## config.mk

```make
export PLATFORM = sky130hd
export DESIGN_NAME = density_std_normalizer
export DESIGN_NICKNAME = d
export VERILOG_FILES = /design/src/hdl/dsn_pkg.sv /design/src/hdl/dsn_div.sv /design/src/hdl/dsn_sqrt.sv /design/src/hdl/dsn_mul.sv /design/src/hdl/density_std_normalizer.sv
export SDC_FILE = /design/constraint.sdc
export NUM_CORES = 2
export LEC_CHECK = 0
export BUFFER_PORTS_ARGS = -buffer_cell sky130_fd_sc_hd__buf_2
export CAP_MARGIN = 25
export CORE_MARGIN = 3
export CORE_UTILIZATION = 40
export DETAILED_ROUTE_END_ITERATION = 10
export GPL_TIMING_DRIVEN = 1
export PLACE_DENSITY = 0.59
export SLEW_MARGIN = 20
export SYNTH_ARGS = -nofsm -noshare
export SYNTH_HDL_FRONTEND = slang
export SYNTH_SLANG_ARGS = --single-unit
```

## constraint.sdc

```tcl
create_clock -name clock -period 11 [get_ports clock]
set_input_delay 1.65 -clock clock [delete_from_list [all_inputs] [get_ports clock]]
set_output_delay 1.65 -clock clock [all_outputs]
set_load 0.01 [all_outputs]
```

## src/hdl/dsn_pkg.sv

```systemverilog
package dsn_pkg;

   // Datapath widths, sized for the largest supported sample count.
   localparam int SUM_W   = 38;
   localparam int SQ_W    = 51;
   localparam int MAG_W   = 36;
   localparam int DVD_W   = 72;
   localparam int DVS_W   = 21;
   localparam int RT_IN_W = 52;
   localparam int RT_W    = 26;
   localparam int INV_W   = 24;

   localparam logic [1:0] OP_ACCUM = 2'd0;
   localparam logic [1:0] OP_FINISH = 2'd1;
   localparam logic [1:0] OP_NORM = 2'd2;

   localparam logic [2:0] ST_OK       = 3'd0;
   localparam logic [2:0] ST_EMPTY    = 3'd1;
   localparam logic [2:0] ST_ZERO_VAR = 3'd2;
   localparam logic [2:0] ST_FULL     = 3'd3;
   localparam logic [2:0] ST_NO_STATS = 3'd4;

   typedef struct packed {
      logic busy;
      logic done;
   } unit_stat_type;

endpackage

```

## src/hdl/dsn_div.sv

```systemverilog
module dsn_div (
   input  logic                        clock,
   input  logic                        reset,
   input  logic                        start,
   input  logic [dsn_pkg::DVD_W-1:0]   dividend,
   input  logic [dsn_pkg::DVS_W-1:0]   divisor,
   output dsn_pkg::unit_stat_type      stat,
   output logic [dsn_pkg::DVD_W-1:0]   quotient,
   output logic [dsn_pkg::DVS_W-1:0]   remainder
);
   import dsn_pkg::*;

   localparam int CNT_W = $clog2(DVD_W + 1);

   logic [DVD_W-1:0] dvd_ff, dvd_in;
   logic [DVS_W-1:0] dvs_ff;
   logic [DVS_W-1:0] rem_ff, rem_in;
   logic [CNT_W-1:0] cnt_ff;
   logic             busy_ff, done_ff;
   logic [DVS_W:0]   trial, trial_diff;
   logic             fits;

   // One restoring step per cycle: the quotient bit shifts into the dividend.
   always_comb begin
      trial      = {rem_ff, dvd_ff[DVD_W-1]};
      fits       = trial >= {1'b0, dvs_ff};
      trial_diff = trial - {1'b0, dvs_ff};
      rem_in     = fits ? trial_diff[DVS_W-1:0] : trial[DVS_W-1:0];
      dvd_in     = {dvd_ff[DVD_W-2:0], fits};
   end

   always_ff @(posedge clock) begin
      if (reset) begin
         busy_ff <= 1'b0;
         done_ff <= 1'b0;
         cnt_ff  <= '0;
      end else begin
         done_ff <= 1'b0;
         if (start) begin
            busy_ff <= 1'b1;
            cnt_ff  <= CNT_W'(DVD_W);
         end else if (busy_ff) begin
            cnt_ff <= cnt_ff - 1'b1;
            if (cnt_ff == CNT_W'(1)) begin
               busy_ff <= 1'b0;
               done_ff <= 1'b1;
            end
         end
      end
   end

   always_ff @(posedge clock) begin
      if (start) begin
         dvd_ff <= dividend;
         dvs_ff <= divisor;
         rem_ff <= '0;
      end else if (busy_ff) begin
         dvd_ff <= dvd_in;
         rem_ff <= rem_in;
      end
   end

   assign stat.busy = busy_ff;
   assign stat.done = done_ff;
   assign quotient  = dvd_ff;
   assign remainder = rem_ff;

   a_div_no_restart: assert property (@(posedge clock) disable iff (reset)
      start |-> !busy_ff) else $error("divider started while busy");
   a_div_done_after_busy: assert property (@(posedge clock) disable iff (reset)
      done_ff |-> $past(busy_ff)) else $error("divider done without work");
   a_div_rem_bound: assert property (@(posedge clock) disable iff (reset)
      done_ff |-> (rem_ff < dvs_ff || dvs_ff == '0)) else $error("remainder too large");
endmodule

```

## src/hdl/dsn_sqrt.sv

```systemverilog
module dsn_sqrt (
   input  logic                         clock,
   input  logic                         reset,
   input  logic                         start,
   input  logic [dsn_pkg::RT_IN_W-1:0]  radicand,
   output dsn_pkg::unit_stat_type       stat,
   output logic [dsn_pkg::RT_W-1:0]     root
);
   import dsn_pkg::*;

   localparam int CNT_W = $clog2(RT_W + 1);

   logic [RT_IN_W-1:0] rad_ff;
   logic [RT_W+1:0]    rem_ff, rem_in;
   logic [RT_W-1:0]    root_ff;
   logic [CNT_W-1:0]   cnt_ff;
   logic               busy_ff, done_ff;
   logic [RT_W+3:0]    cur, trial, cur_diff;
   logic               fits;

   // Two radicand bits and one root bit per cycle.
   always_comb begin
      cur      = {rem_ff, rad_ff[RT_IN_W-1 -: 2]};
      trial    = {2'b00, root_ff, 2'b01};
      fits     = cur >= trial;
      cur_diff = cur - trial;
      rem_in   = fits ? cur_diff[RT_W+1:0] : cur[RT_W+1:0];
   end

   always_ff @(posedge clock) begin
      if (reset) begin
         busy_ff <= 1'b0;
         done_ff <= 1'b0;
         cnt_ff  <= '0;
      end else begin
         done_ff <= 1'b0;
         if (start) begin
            busy_ff <= 1'b1;
            cnt_ff  <= CNT_W'(RT_W);
         end else if (busy_ff) begin
            cnt_ff <= cnt_ff - 1'b1;
            if (cnt_ff == CNT_W'(1)) begin
               busy_ff <= 1'b0;
               done_ff <= 1'b1;
            end
         end
      end
   end

   always_ff @(posedge clock) begin
      if (start) begin
         rad_ff  <= radicand;
         rem_ff  <= '0;
         root_ff <= '0;
      end else if (busy_ff) begin
         rad_ff  <= {rad_ff[RT_IN_W-3:0], 2'b00};
         rem_ff  <= rem_in;
         root_ff <= {root_ff[RT_W-2:0], fits};
      end
   end

   assign stat.busy = busy_ff;
   assign stat.done = done_ff;
   assign root      = root_ff;
endmodule

```

## src/hdl/dsn_mul.sv

```systemverilog
module dsn_mul (
   input  logic                         clock,
   input  logic                         reset,
   input  logic                         start,
   input  logic [dsn_pkg::MAG_W-1:0]    mcand,
   input  logic [dsn_pkg::MAG_W-1:0]    mplier,
   output dsn_pkg::unit_stat_type       stat,
   output logic [2*dsn_pkg::MAG_W-1:0]  product
);
   import dsn_pkg::*;

   localparam int CNT_W = $clog2(MAG_W + 1);

   logic [2*MAG_W-1:0] acc_ff, mc_ff;
   logic [MAG_W-1:0]   mp_ff;
   logic [CNT_W-1:0]   cnt_ff;
   logic               busy_ff, done_ff;

   always_ff @(posedge clock) begin
      if (reset) begin
         busy_ff <= 1'b0;
         done_ff <= 1'b0;
         cnt_ff  <= '0;
      end else begin
         done_ff <= 1'b0;
         if (start) begin
            busy_ff <= 1'b1;
            cnt_ff  <= CNT_W'(MAG_W);
         end else if (busy_ff) begin
            cnt_ff <= cnt_ff - 1'b1;
            if (cnt_ff == CNT_W'(1)) begin
               busy_ff <= 1'b0;
               done_ff <= 1'b1;
            end
         end
      end
   end

   // Shift and add, one multiplier bit per cycle.
   always_ff @(posedge clock) begin
      if (start) begin
         acc_ff <= '0;
         mc_ff  <= {{MAG_W{1'b0}}, mcand};
         mp_ff  <= mplier;
      end else if (busy_ff) begin
         if (mp_ff[0]) begin
            acc_ff <= acc_ff + mc_ff;
         end
         mc_ff <= {mc_ff[2*MAG_W-2:0], 1'b0};
         mp_ff <= {1'b0, mp_ff[MAG_W-1:1]};
      end
   end

   assign stat.busy = busy_ff;
   assign stat.done = done_ff;
   assign product   = acc_ff;
endmodule

```

## src/hdl/density_std_normalizer.sv

```systemverilog
// Voxel density standardizer.
// Input channel req_*: an item carries an opcode and a signed Q8.8 sample.
// Accumulate adds the sample to the running statistics and gives no result
// unless the counter is full. Finish gives the mean and standard deviation
// and clears the accumulators; normalize gives (sample - mean) / std in Q8.8.
// Result channel rsp_*: one item per finish or normalize, or a status item.
// Throughput: accumulate takes one item per cycle while the counter is not
// full. Normalize runs a registered subtract, a registered multiply and the
// rounding stage. Finish makes four passes of the shared 72-step restoring
// divider and runs a 36-step shift-add square and a 26-step square root.
// With zero variance the last divide is skipped.
// req_stall is high while an item is in work. An item may be accepted while
// a result waits in the output register; a new result waits in its own
// staging register until the receiver drops rsp_stall.
// Reset (synchronous) clears the counters, the stored statistics and
// all valid flags.
module density_std_normalizer #(
   parameter int MAX_VOXELS = 1048576
) (
   input  logic               clock,
   input  logic               reset,
   input  logic               req_valid,
   output logic               req_stall,
   input  logic [1:0]         req_op,
   input  logic signed [15:0] req_sample,
   output logic               rsp_valid,
   input  logic               rsp_stall,
   output logic signed [15:0] rsp_value,
   output logic [15:0]        rsp_std_dev,
   output logic [2:0]         rsp_status
);
   import dsn_pkg::*;

   localparam int CNT_W = $clog2(MAX_VOXELS + 1);

   localparam logic [3:0] S_IDLE = 4'd0;
   localparam logic [3:0] S_MEAN = 4'd1;
   localparam logic [3:0] S_SQR  = 4'd2;
   localparam logic [3:0] S_SQF  = 4'd3;
   localparam logic [3:0] S_VAR  = 4'd4;
   localparam logic [3:0] S_ROOT = 4'd5;
   localparam logic [3:0] S_INV  = 4'd6;
   localparam logic [3:0] S_NMUL = 4'd7;
   localparam logic [3:0] S_NRND = 4'd8;
   localparam logic [3:0] S_EMIT = 4'd9;

   logic [3:0]              state_ff;
   logic [CNT_W-1:0]        cnt_ff;
   logic signed [SUM_W-1:0] sum_ff;
   logic [SQ_W-1:0]         sq_ff;
   logic signed [15:0]      mean_ff;
   logic [INV_W-1:0]        inv_ff;
   logic                    ready_ff;
   logic                    rsp_valid_ff;
   logic [15:0]             rsp_value_ff, rsp_sd_ff;
   logic [2:0]              rsp_status_ff;
   logic [15:0]             res_value_ff, res_sd_ff;
   logic [2:0]              res_status_ff;
   logic [MAG_W-1:0]        mag_ff;
   logic signed [16:0]      d_ff;
   logic signed [41:0]      prod_ff;
   logic                    div_go_ff, mul_go_ff, sq_go_ff;
   logic [DVD_W-1:0]        div_a_ff;
   logic [DVS_W-1:0]        div_b_ff;

   unit_stat_type           div_st, mul_st, sq_st;
   logic [DVD_W-1:0]        quot;
   logic [DVS_W-1:0]        rem;
   logic [2*MAG_W-1:0]      sqr_prod;
   logic [RT_W-1:0]         root;

   logic                    req_fire, out_free;
   logic [DVS_W-1:0]        n_w;
   logic signed [31:0]      samp_sq;
   logic signed [SUM_W-1:0] neg_sum;
   logic [DVS_W:0]          rnd_sum;
   logic [MAG_W:0]          m_w;
   logic [15:0]             mean_w;
   logic [DVD_W-1:0]        diff_w;
   logic [15:0]             sd_w;
   logic [41:0]             pm_w;
   logic [25:0]             rm_w;
   logic [15:0]             nval_w;

   dsn_div u_div (
      .clock(clock), .reset(reset), .start(div_go_ff),
      .dividend(div_a_ff), .divisor(div_b_ff),
      .stat(div_st), .quotient(quot), .remainder(rem)
   );

   dsn_mul u_mul (
      .clock(clock), .reset(reset), .start(mul_go_ff),
      .mcand(mag_ff), .mplier(mag_ff), .stat(mul_st), .product(sqr_prod)
   );

   dsn_sqrt u_sqrt (
      .clock(clock), .reset(reset), .start(sq_go_ff),
      .radicand({{(RT_IN_W-SQ_W){1'b0}}, quot[SQ_W-1:0]}),
      .stat(sq_st), .root(root)
   );

   always_comb begin
      req_fire = req_valid && !req_stall;
      out_free = !rsp_valid_ff || !rsp_stall;
      n_w      = DVS_W'(cnt_ff);
      samp_sq  = req_sample * req_sample;
      neg_sum  = -sum_ff;
      // Round half away from zero: bump when the remainder reaches n/2.
      rnd_sum  = {1'b0, rem} + {2'b00, n_w[DVS_W-1:1]};
      m_w      = {1'b0, quot[MAG_W-1:0]} + (MAG_W+1)'(rnd_sum >= {1'b0, n_w});
      mean_w   = sum_ff[SUM_W-1] ? -m_w[15:0] : m_w[15:0];
      diff_w   = ({{(DVD_W-SQ_W){1'b0}}, sq_ff} > quot)
                 ? {{(DVD_W-SQ_W){1'b0}}, sq_ff} - quot : '0;
      sd_w     = (|root[RT_W-1:16]) ? 16'hFFFF : root[15:0];
      pm_w     = prod_ff[41] ? 42'(-prod_ff) : 42'(prod_ff);
      rm_w     = 26'((pm_w + 42'h8000) >> 16);
      if (prod_ff[41]) begin
         nval_w = (rm_w > 26'd32768) ? 16'h8000 : -rm_w[15:0];
      end else begin
         nval_w = (rm_w > 26'd32767) ? 16'h7FFF : rm_w[15:0];
      end
   end

   assign req_stall = (state_ff != S_IDLE);

   always_ff @(posedge clock) begin
      if (reset) begin
         state_ff     <= S_IDLE;
         cnt_ff       <= '0;
         sum_ff       <= '0;
         sq_ff        <= '0;
         mean_ff      <= '0;
         inv_ff       <= '0;
         ready_ff     <= 1'b0;
         rsp_valid_ff <= 1'b0;
         div_go_ff    <= 1'b0;
         mul_go_ff    <= 1'b0;
         sq_go_ff     <= 1'b0;
      end else begin
         div_go_ff <= 1'b0;
         mul_go_ff <= 1'b0;
         sq_go_ff  <= 1'b0;
         // The emit state decides the valid flag on its own.
         if (!rsp_stall && (state_ff != S_EMIT)) begin
            rsp_valid_ff <= 1'b0;
         end
         case (state_ff)
            S_IDLE: begin
               if (req_fire) begin
                  case (req_op)
                     OP_ACCUM: begin
                        if (cnt_ff >= CNT_W'(MAX_VOXELS)) begin
                           res_value_ff  <= '0;
                           res_sd_ff     <= '0;
                           res_status_ff <= ST_FULL;
                           state_ff      <= S_EMIT;
                        end else begin
                           cnt_ff <= cnt_ff + 1'b1;
                           sum_ff <= sum_ff + {{(SUM_W-16){req_sample[15]}}, req_sample};
                           sq_ff  <= sq_ff + {{(SQ_W-32){1'b0}}, samp_sq};
                        end
                     end
                     OP_FINISH: begin
                        if (cnt_ff == '0) begin
                           res_value_ff  <= '0;
                           res_sd_ff     <= '0;
                           res_status_ff <= ST_EMPTY;
                           state_ff      <= S_EMIT;
                        end else begin
                           mag_ff    <= sum_ff[SUM_W-1] ? neg_sum[MAG_W-1:0]
                                                        : sum_ff[MAG_W-1:0];
                           div_a_ff  <= {{(DVD_W-MAG_W){1'b0}},
                                         sum_ff[SUM_W-1] ? neg_sum[MAG_W-1:0]
                                                         : sum_ff[MAG_W-1:0]};
                           div_b_ff  <= n_w;
                           div_go_ff <= 1'b1;
                           state_ff  <= S_MEAN;
                        end
                     end
                     OP_NORM: begin
                        if (!ready_ff) begin
                           res_value_ff  <= '0;
                           res_sd_ff     <= '0;
                           res_status_ff <= ST_NO_STATS;
                           state_ff      <= S_EMIT;
                        end else begin
                           d_ff     <= 17'(req_sample) - 17'(mean_ff);
                           state_ff <= S_NMUL;
                        end
                     end
                     default: begin
                     end
                  endcase
               end
            end
            S_MEAN: begin
               if (div_st.done) begin
                  res_value_ff <= mean_w;
                  mul_go_ff    <= 1'b1;
                  state_ff     <= S_SQR;
               end
            end
            S_SQR: begin
               if (mul_st.done) begin
                  div_a_ff  <= sqr_prod;
                  div_go_ff <= 1'b1;
                  state_ff  <= S_SQF;
               end
            end
            S_SQF: begin
               if (div_st.done) begin
                  div_a_ff  <= diff_w;
                  div_go_ff <= 1'b1;
                  state_ff  <= S_VAR;
               end
            end
            S_VAR: begin
               if (div_st.done) begin
                  sq_go_ff <= 1'b1;
                  state_ff <= S_ROOT;
               end
            end
            S_ROOT: begin
               if (sq_st.done) begin
                  res_sd_ff <= sd_w;
                  if (sd_w == '0) begin
                     inv_ff        <= '0;
                     mean_ff       <= res_value_ff;
                     ready_ff      <= 1'b1;
                     cnt_ff        <= '0;
                     sum_ff        <= '0;
                     sq_ff         <= '0;
                     res_status_ff <= ST_ZERO_VAR;
                     state_ff      <= S_EMIT;
                  end else begin
                     div_a_ff  <= DVD_W'(25'h1000000) + DVD_W'(sd_w[15:1]);
                     div_b_ff  <= DVS_W'(sd_w);
                     div_go_ff <= 1'b1;
                     state_ff  <= S_INV;
                  end
               end
            end
            S_INV: begin
               if (div_st.done) begin
                  inv_ff        <= (quot > DVD_W'(24'hFFFFFF)) ? 24'hFFFFFF
                                                               : quot[INV_W-1:0];
                  mean_ff       <= res_value_ff;
                  ready_ff      <= 1'b1;
                  cnt_ff        <= '0;
                  sum_ff        <= '0;
                  sq_ff         <= '0;
                  res_status_ff <= ST_OK;
                  state_ff      <= S_EMIT;
               end
            end
            S_NMUL: begin
               prod_ff  <= d_ff * $signed({1'b0, inv_ff});
               state_ff <= S_NRND;
            end
            S_NRND: begin
               res_value_ff  <= nval_w;
               res_sd_ff     <= '0;
               res_status_ff <= ST_OK;
               state_ff      <= S_EMIT;
            end
            S_EMIT: begin
               if (out_free) begin
                  rsp_valid_ff  <= 1'b1;
                  rsp_value_ff  <= res_value_ff;
                  rsp_sd_ff     <= res_sd_ff;
                  rsp_status_ff <= res_status_ff;
                  state_ff      <= S_IDLE;
               end
            end
            default: begin
               state_ff <= S_IDLE;
            end
         endcase
      end
   end

   assign rsp_valid   = rsp_valid_ff;
   assign rsp_value   = rsp_value_ff;
   assign rsp_std_dev = rsp_sd_ff;
   assign rsp_status  = rsp_status_ff;

   a_count_bound: assert property (@(posedge clock) disable iff (reset)
      cnt_ff <= CNT_W'(MAX_VOXELS)) else $error("sample count past limit");
   a_stats_sticky: assert property (@(posedge clock) disable iff (reset)
      !$fell(ready_ff)) else $error("statistics lost");
   a_one_unit: assert property (@(posedge clock) disable iff (reset)
      $onehot0({div_go_ff, mul_go_ff, sq_go_ff})) else $error("two units started");
endmodule
```

==> flow_metrics.py <==
metrics = {
    "logic_synthesis": {
        "yosysSeqAreaShare": 0.2987,
        "synth_common_cells": "inv_1, nand2_1, fa_1",
        "synth_edf_count": 474,
        "yosys.area.top_type": "edfxtp_1",
        "netlist.area_leader.share": 0.1970,
        "syn_inst": 7892,
        "synth_area_leaders": "edfxtp_1, fa_1, dfxtp_1",
        "ys_warn_count": 0,
        "ys_async_sr_fraction": 0,
        "netlist_area_um2": 72240,
        "synth.avg_cell_area_um2": 9.153,
        "synthFlopType": "edfxtp_1",
        "synth_seq_cells": 841,
        "yosysUniqueCellTypes": 109,
        "yosysMostFrequentCell": "inv_1",
        "syn-num-nets": 9037,
    },
    "outcome": {
        "status": "finished, final reports clean",
    },
    "setup_path": {
        "criticalPathCategory": "in2reg",
        "r2r_start": "d_ff[7]$_DFFE_PP_",
        "critPathCaptureType": "flip-flop",
        "crit_path_start_kind": "input port",
        "reg2reg_slack_ns": 2.86,
        "critPathMostFrequentCell": "fa_1",
        "cp_data_arrival_time_ns": 10.38,
        "r2r-end": "prod_ff[41]$_DFFE_PP_",
        "r2r_cells": 22,
        "critPathSlowestCell": "o41ai_1",
        "cp_data_required_time_ns": 11.63,
        "path_max_fanout": 15,
        "cpPeakStageDelay_ns": 0.78,
    },
    "timing": {
        "rsz0062_at_grt": "false",
        "setup_viol": 0,
        "worst_slack_ns": 1.243,
        "final_max_slew_viol_count": 0,
        "fmax_mhz": 102.5,
        "fin_worst_skew_ns": 0.07625,
        "min_period_ns": 9.757,
        "fin_crit_sh": 0.8870,
        "hold_viol_final": 0,
        "fin_setup_tns_ns": 0,
        "max_slew_margin": 0.2699,
        "worstMarginPinSlew_ns": 1.088,
    },
    "power_and_ir_drop": {
        "powerDensity_nw_per_um2": 241.6,
        "p_int_mw": 10.43,
        "p_switching_mw": 8.579,
        "cellLeakagePower_nw": 33.92,
        "p_comb_frac": 0.604,
        "clock_power_share": 0.191,
        "p_sw_frac": 0.4514,
        "p_seq_frac": 0.206,
        "power_mw": 19.00,
        "irDropWorstVdd_mv": 0.7030,
    },
    "clock_network": {
        "cts_resized": 0,
        "cts_max_path_buffers": 3,
        "tritoncts": "built",
        "path_clk_slew_ns": 0.06,
        "ctsHoldBuffers": 0,
        "cts_buffers": 99,
        "clockRootBuffer": "clkbuf_16",
        "cts_max_level": 3,
        "clock-sinks": 841,
        "insertion_delay_ns": 0.76,
        "post_cts_buffers": 0,
    },
    "grt": {
        "grt_max_degree": 211,
        "grtUsageTotal": 0.2121,
        "grt_pass1_wl_um": 314500,
        "gr-total-overflow": 0,
        "first_global_vias": 55818,
        "antenna_found_initial": 6,
    },
    "finish": {
        "multiInputGateArea_um2": 45520,
        "stdcell_area_um2": 78650,
        "fin_util": 0.4394,
        "drive_gt1_frac": 0.06251,
        "nFillCells": 17233,
        "regArea_um2": 21600,
        "area_growth_pct": 8.879,
        "nets": 8946,
    },
    "floorplanning": {
        "core-area_um2": 179000,
        "io_pins": 59,
        "dieArea_um2": 185700,
        "die_w_um": 431.0,
        "row_count": 155,
        "die_h_um": 431.0,
        "initial_core_util": 0.4036,
    },
    "run": {
        "max_cap_viol_count": 0,
    },
    "placed_design": {
        "dp_hpwl_um": 149900,
        "post-place-ws_ns": 0.5779,
        "port_buffers": 58,
        "place_area_um2": 74900,
        "place_congestion": 0.9149,
    },
    "drt": {
        "postRouteAntennaNets": 0,
        "drt-vias-per-instance": 5.446,
        "wl_um": 198200,
        "drtPass1Iterations": 6,
        "post_drt_wl_per_cell_um": 19.35,
        "drc": 0,
        "vias": 55786,
        "drt_iter0_markers": 4122,
    },
    "worst_hold_path": {
        "hold_path.class": "reg2reg",
        "min_from": "div_b_ff[17]$_SDFFCE_PP0P_",
        "holdPathEnd": "u_div.dvs_ff[17]$_DFFE_PP_",
        "hold_depth": 0,
    },
}
registers in the layout, summed over array words and instances, names as in the netlist, 17 cells and up:
register         flops
div_a_ff            72
u_div.quotient      72
u_mul.mc_ff         72
u_mul.product       72
u_sqrt.rad_ff       52
sq_ff               51
prod_ff             42
sum_ff              38
mag_ff              36
u_mul.mp_ff         36
u_sqrt.rem_ff       28
u_sqrt.root         26
inv_ff              24
cnt_ff              21
div_b_ff            21
u_div.dvs_ff        21
u_div.remainder     21
d_ff                17
critical path, delay by kind of cell:
family                   cells  cell delay, ns
adder cells (fa/ha/maj)      8            3.32
buffers and inverters        4            0.85
AO/OA/AOI/OAI               11            3.14
AND/OR/NAND/NOR              5            0.96
XOR/XNOR                     3            0.43
cell usage in the layout, fill, tap and decap left out, types with 62 or more instances in the layout:
| cell | synthesis | final |
|---|---|---|
| o21ai_0 | 416 | 409 |
| ha_1 | 551 | 551 |
| fa_1 | 572 | 572 |
| a21o_1 | 157 | 157 |
| nor3_1 | 128 | 126 |
| dfxtp_1 | 367 | 361 |
| mux2i_1 | 80 | 80 |
| a21oi_1 | 427 | 427 |
| o211ai_1 | 67 | 67 |
| xor2_1 | 123 | 123 |
| nand2_1 | 856 | 854 |
| buf_4 | 2 | 86 |
| and2_1 | 211 | 209 |
| edfxtp_1 | 474 | 474 |
| a22oi_1 | 65 | 65 |
| nand4_1 | 62 | 62 |
| clkbuf_16 | 0 | 102 |
| mux2_2 | 73 | 73 |
| nand3_1 | 121 | 121 |
| xnor2_1 | 322 | 322 |
| inv_1 | 1027 | 1027 |
| nand2b_1 | 86 | 86 |
| nor2_1 | 520 | 515 |
power by group through the flow:
stage / Clock [mW] / Combinational [mW] / Sequential, mW
finish: 3.63 / 11.5 / 3.91
global route: 3.82 / 12.9 / 3.94
detailed placement: 0 / 11.4 / 3.97
global placement: 0 / 11.2 / 3.97
floorplan: 0 / 8.68 / 3.84
CTS: 3.70 / 11.4 / 3.91
cells by family after synthesis:
| family | after synthesis | share of synthesized area |
|---|---|---|
| AND/OR/NAND/NOR | 2298 | 0.1512 |
| buffers and inverters | 1373 | 0.07226 |
| flip-flops | 841 | 0.2987 |
| multiplexers | 153 | 0.02246 |
| XOR/XNOR | 446 | 0.05418 |
| AO/OA/AOI/OAI | 1658 | 0.1472 |
| adder cells (fa/ha/maj) | 1123 | 0.2540 |
through the flow:
step	hold slack, ns	cells
final	0.4140	10244
after detailed placement	0.4045	10048
after global routing	0.4061	10243
after floorplan	0.4003	7892
after global placement	0.4011	10046
after CTS	0.4088	10235
layout make-up:
class / count / share of cell area
clock inverters: 68 / 0.01214
repair buffers: 151 / 0.01370
flip-flops and latches: 841 / 0.2746
multi-input cells: 5678 / 0.5788
diodes: 2 / 0.00006363
clock buffers: 119 / 0.03408
inverters: 1030 / 0.04916
well taps: 2355 / 0.03746
worst max-delay path by stage:
stage	from	to	slack, ns	depth (start not counted)
floorplan	reset	div_a_ff[0]$_DFFE_PP_	0.73	3
global placement	req_sample[15]	sq_ff[49]$_SDFFE_PP0P_	0.74	32
detailed placement	req_sample[15]	sq_ff[49]$_SDFFE_PP0P_	0.58	31
CTS	req_sample[15]	sq_ff[49]$_SDFFE_PP0P_	1.38	31
global route	req_sample[15]	sq_ff[45]$_SDFFE_PP0P_	0.76	32
finish	req_sample[15]	sq_ff[47]$_SDFFE_PP0P_	1.24	31
per-layer routing:
layer | GRT usage | routed length, um
met5 | 0 | 0
met4 | 0.07567 | 7365
met3 | 0.02327 | 9403
met2 | 0.3592 | 94590
met1 | 0.2809 | 86830
Power figures use the tool's default switching activity.
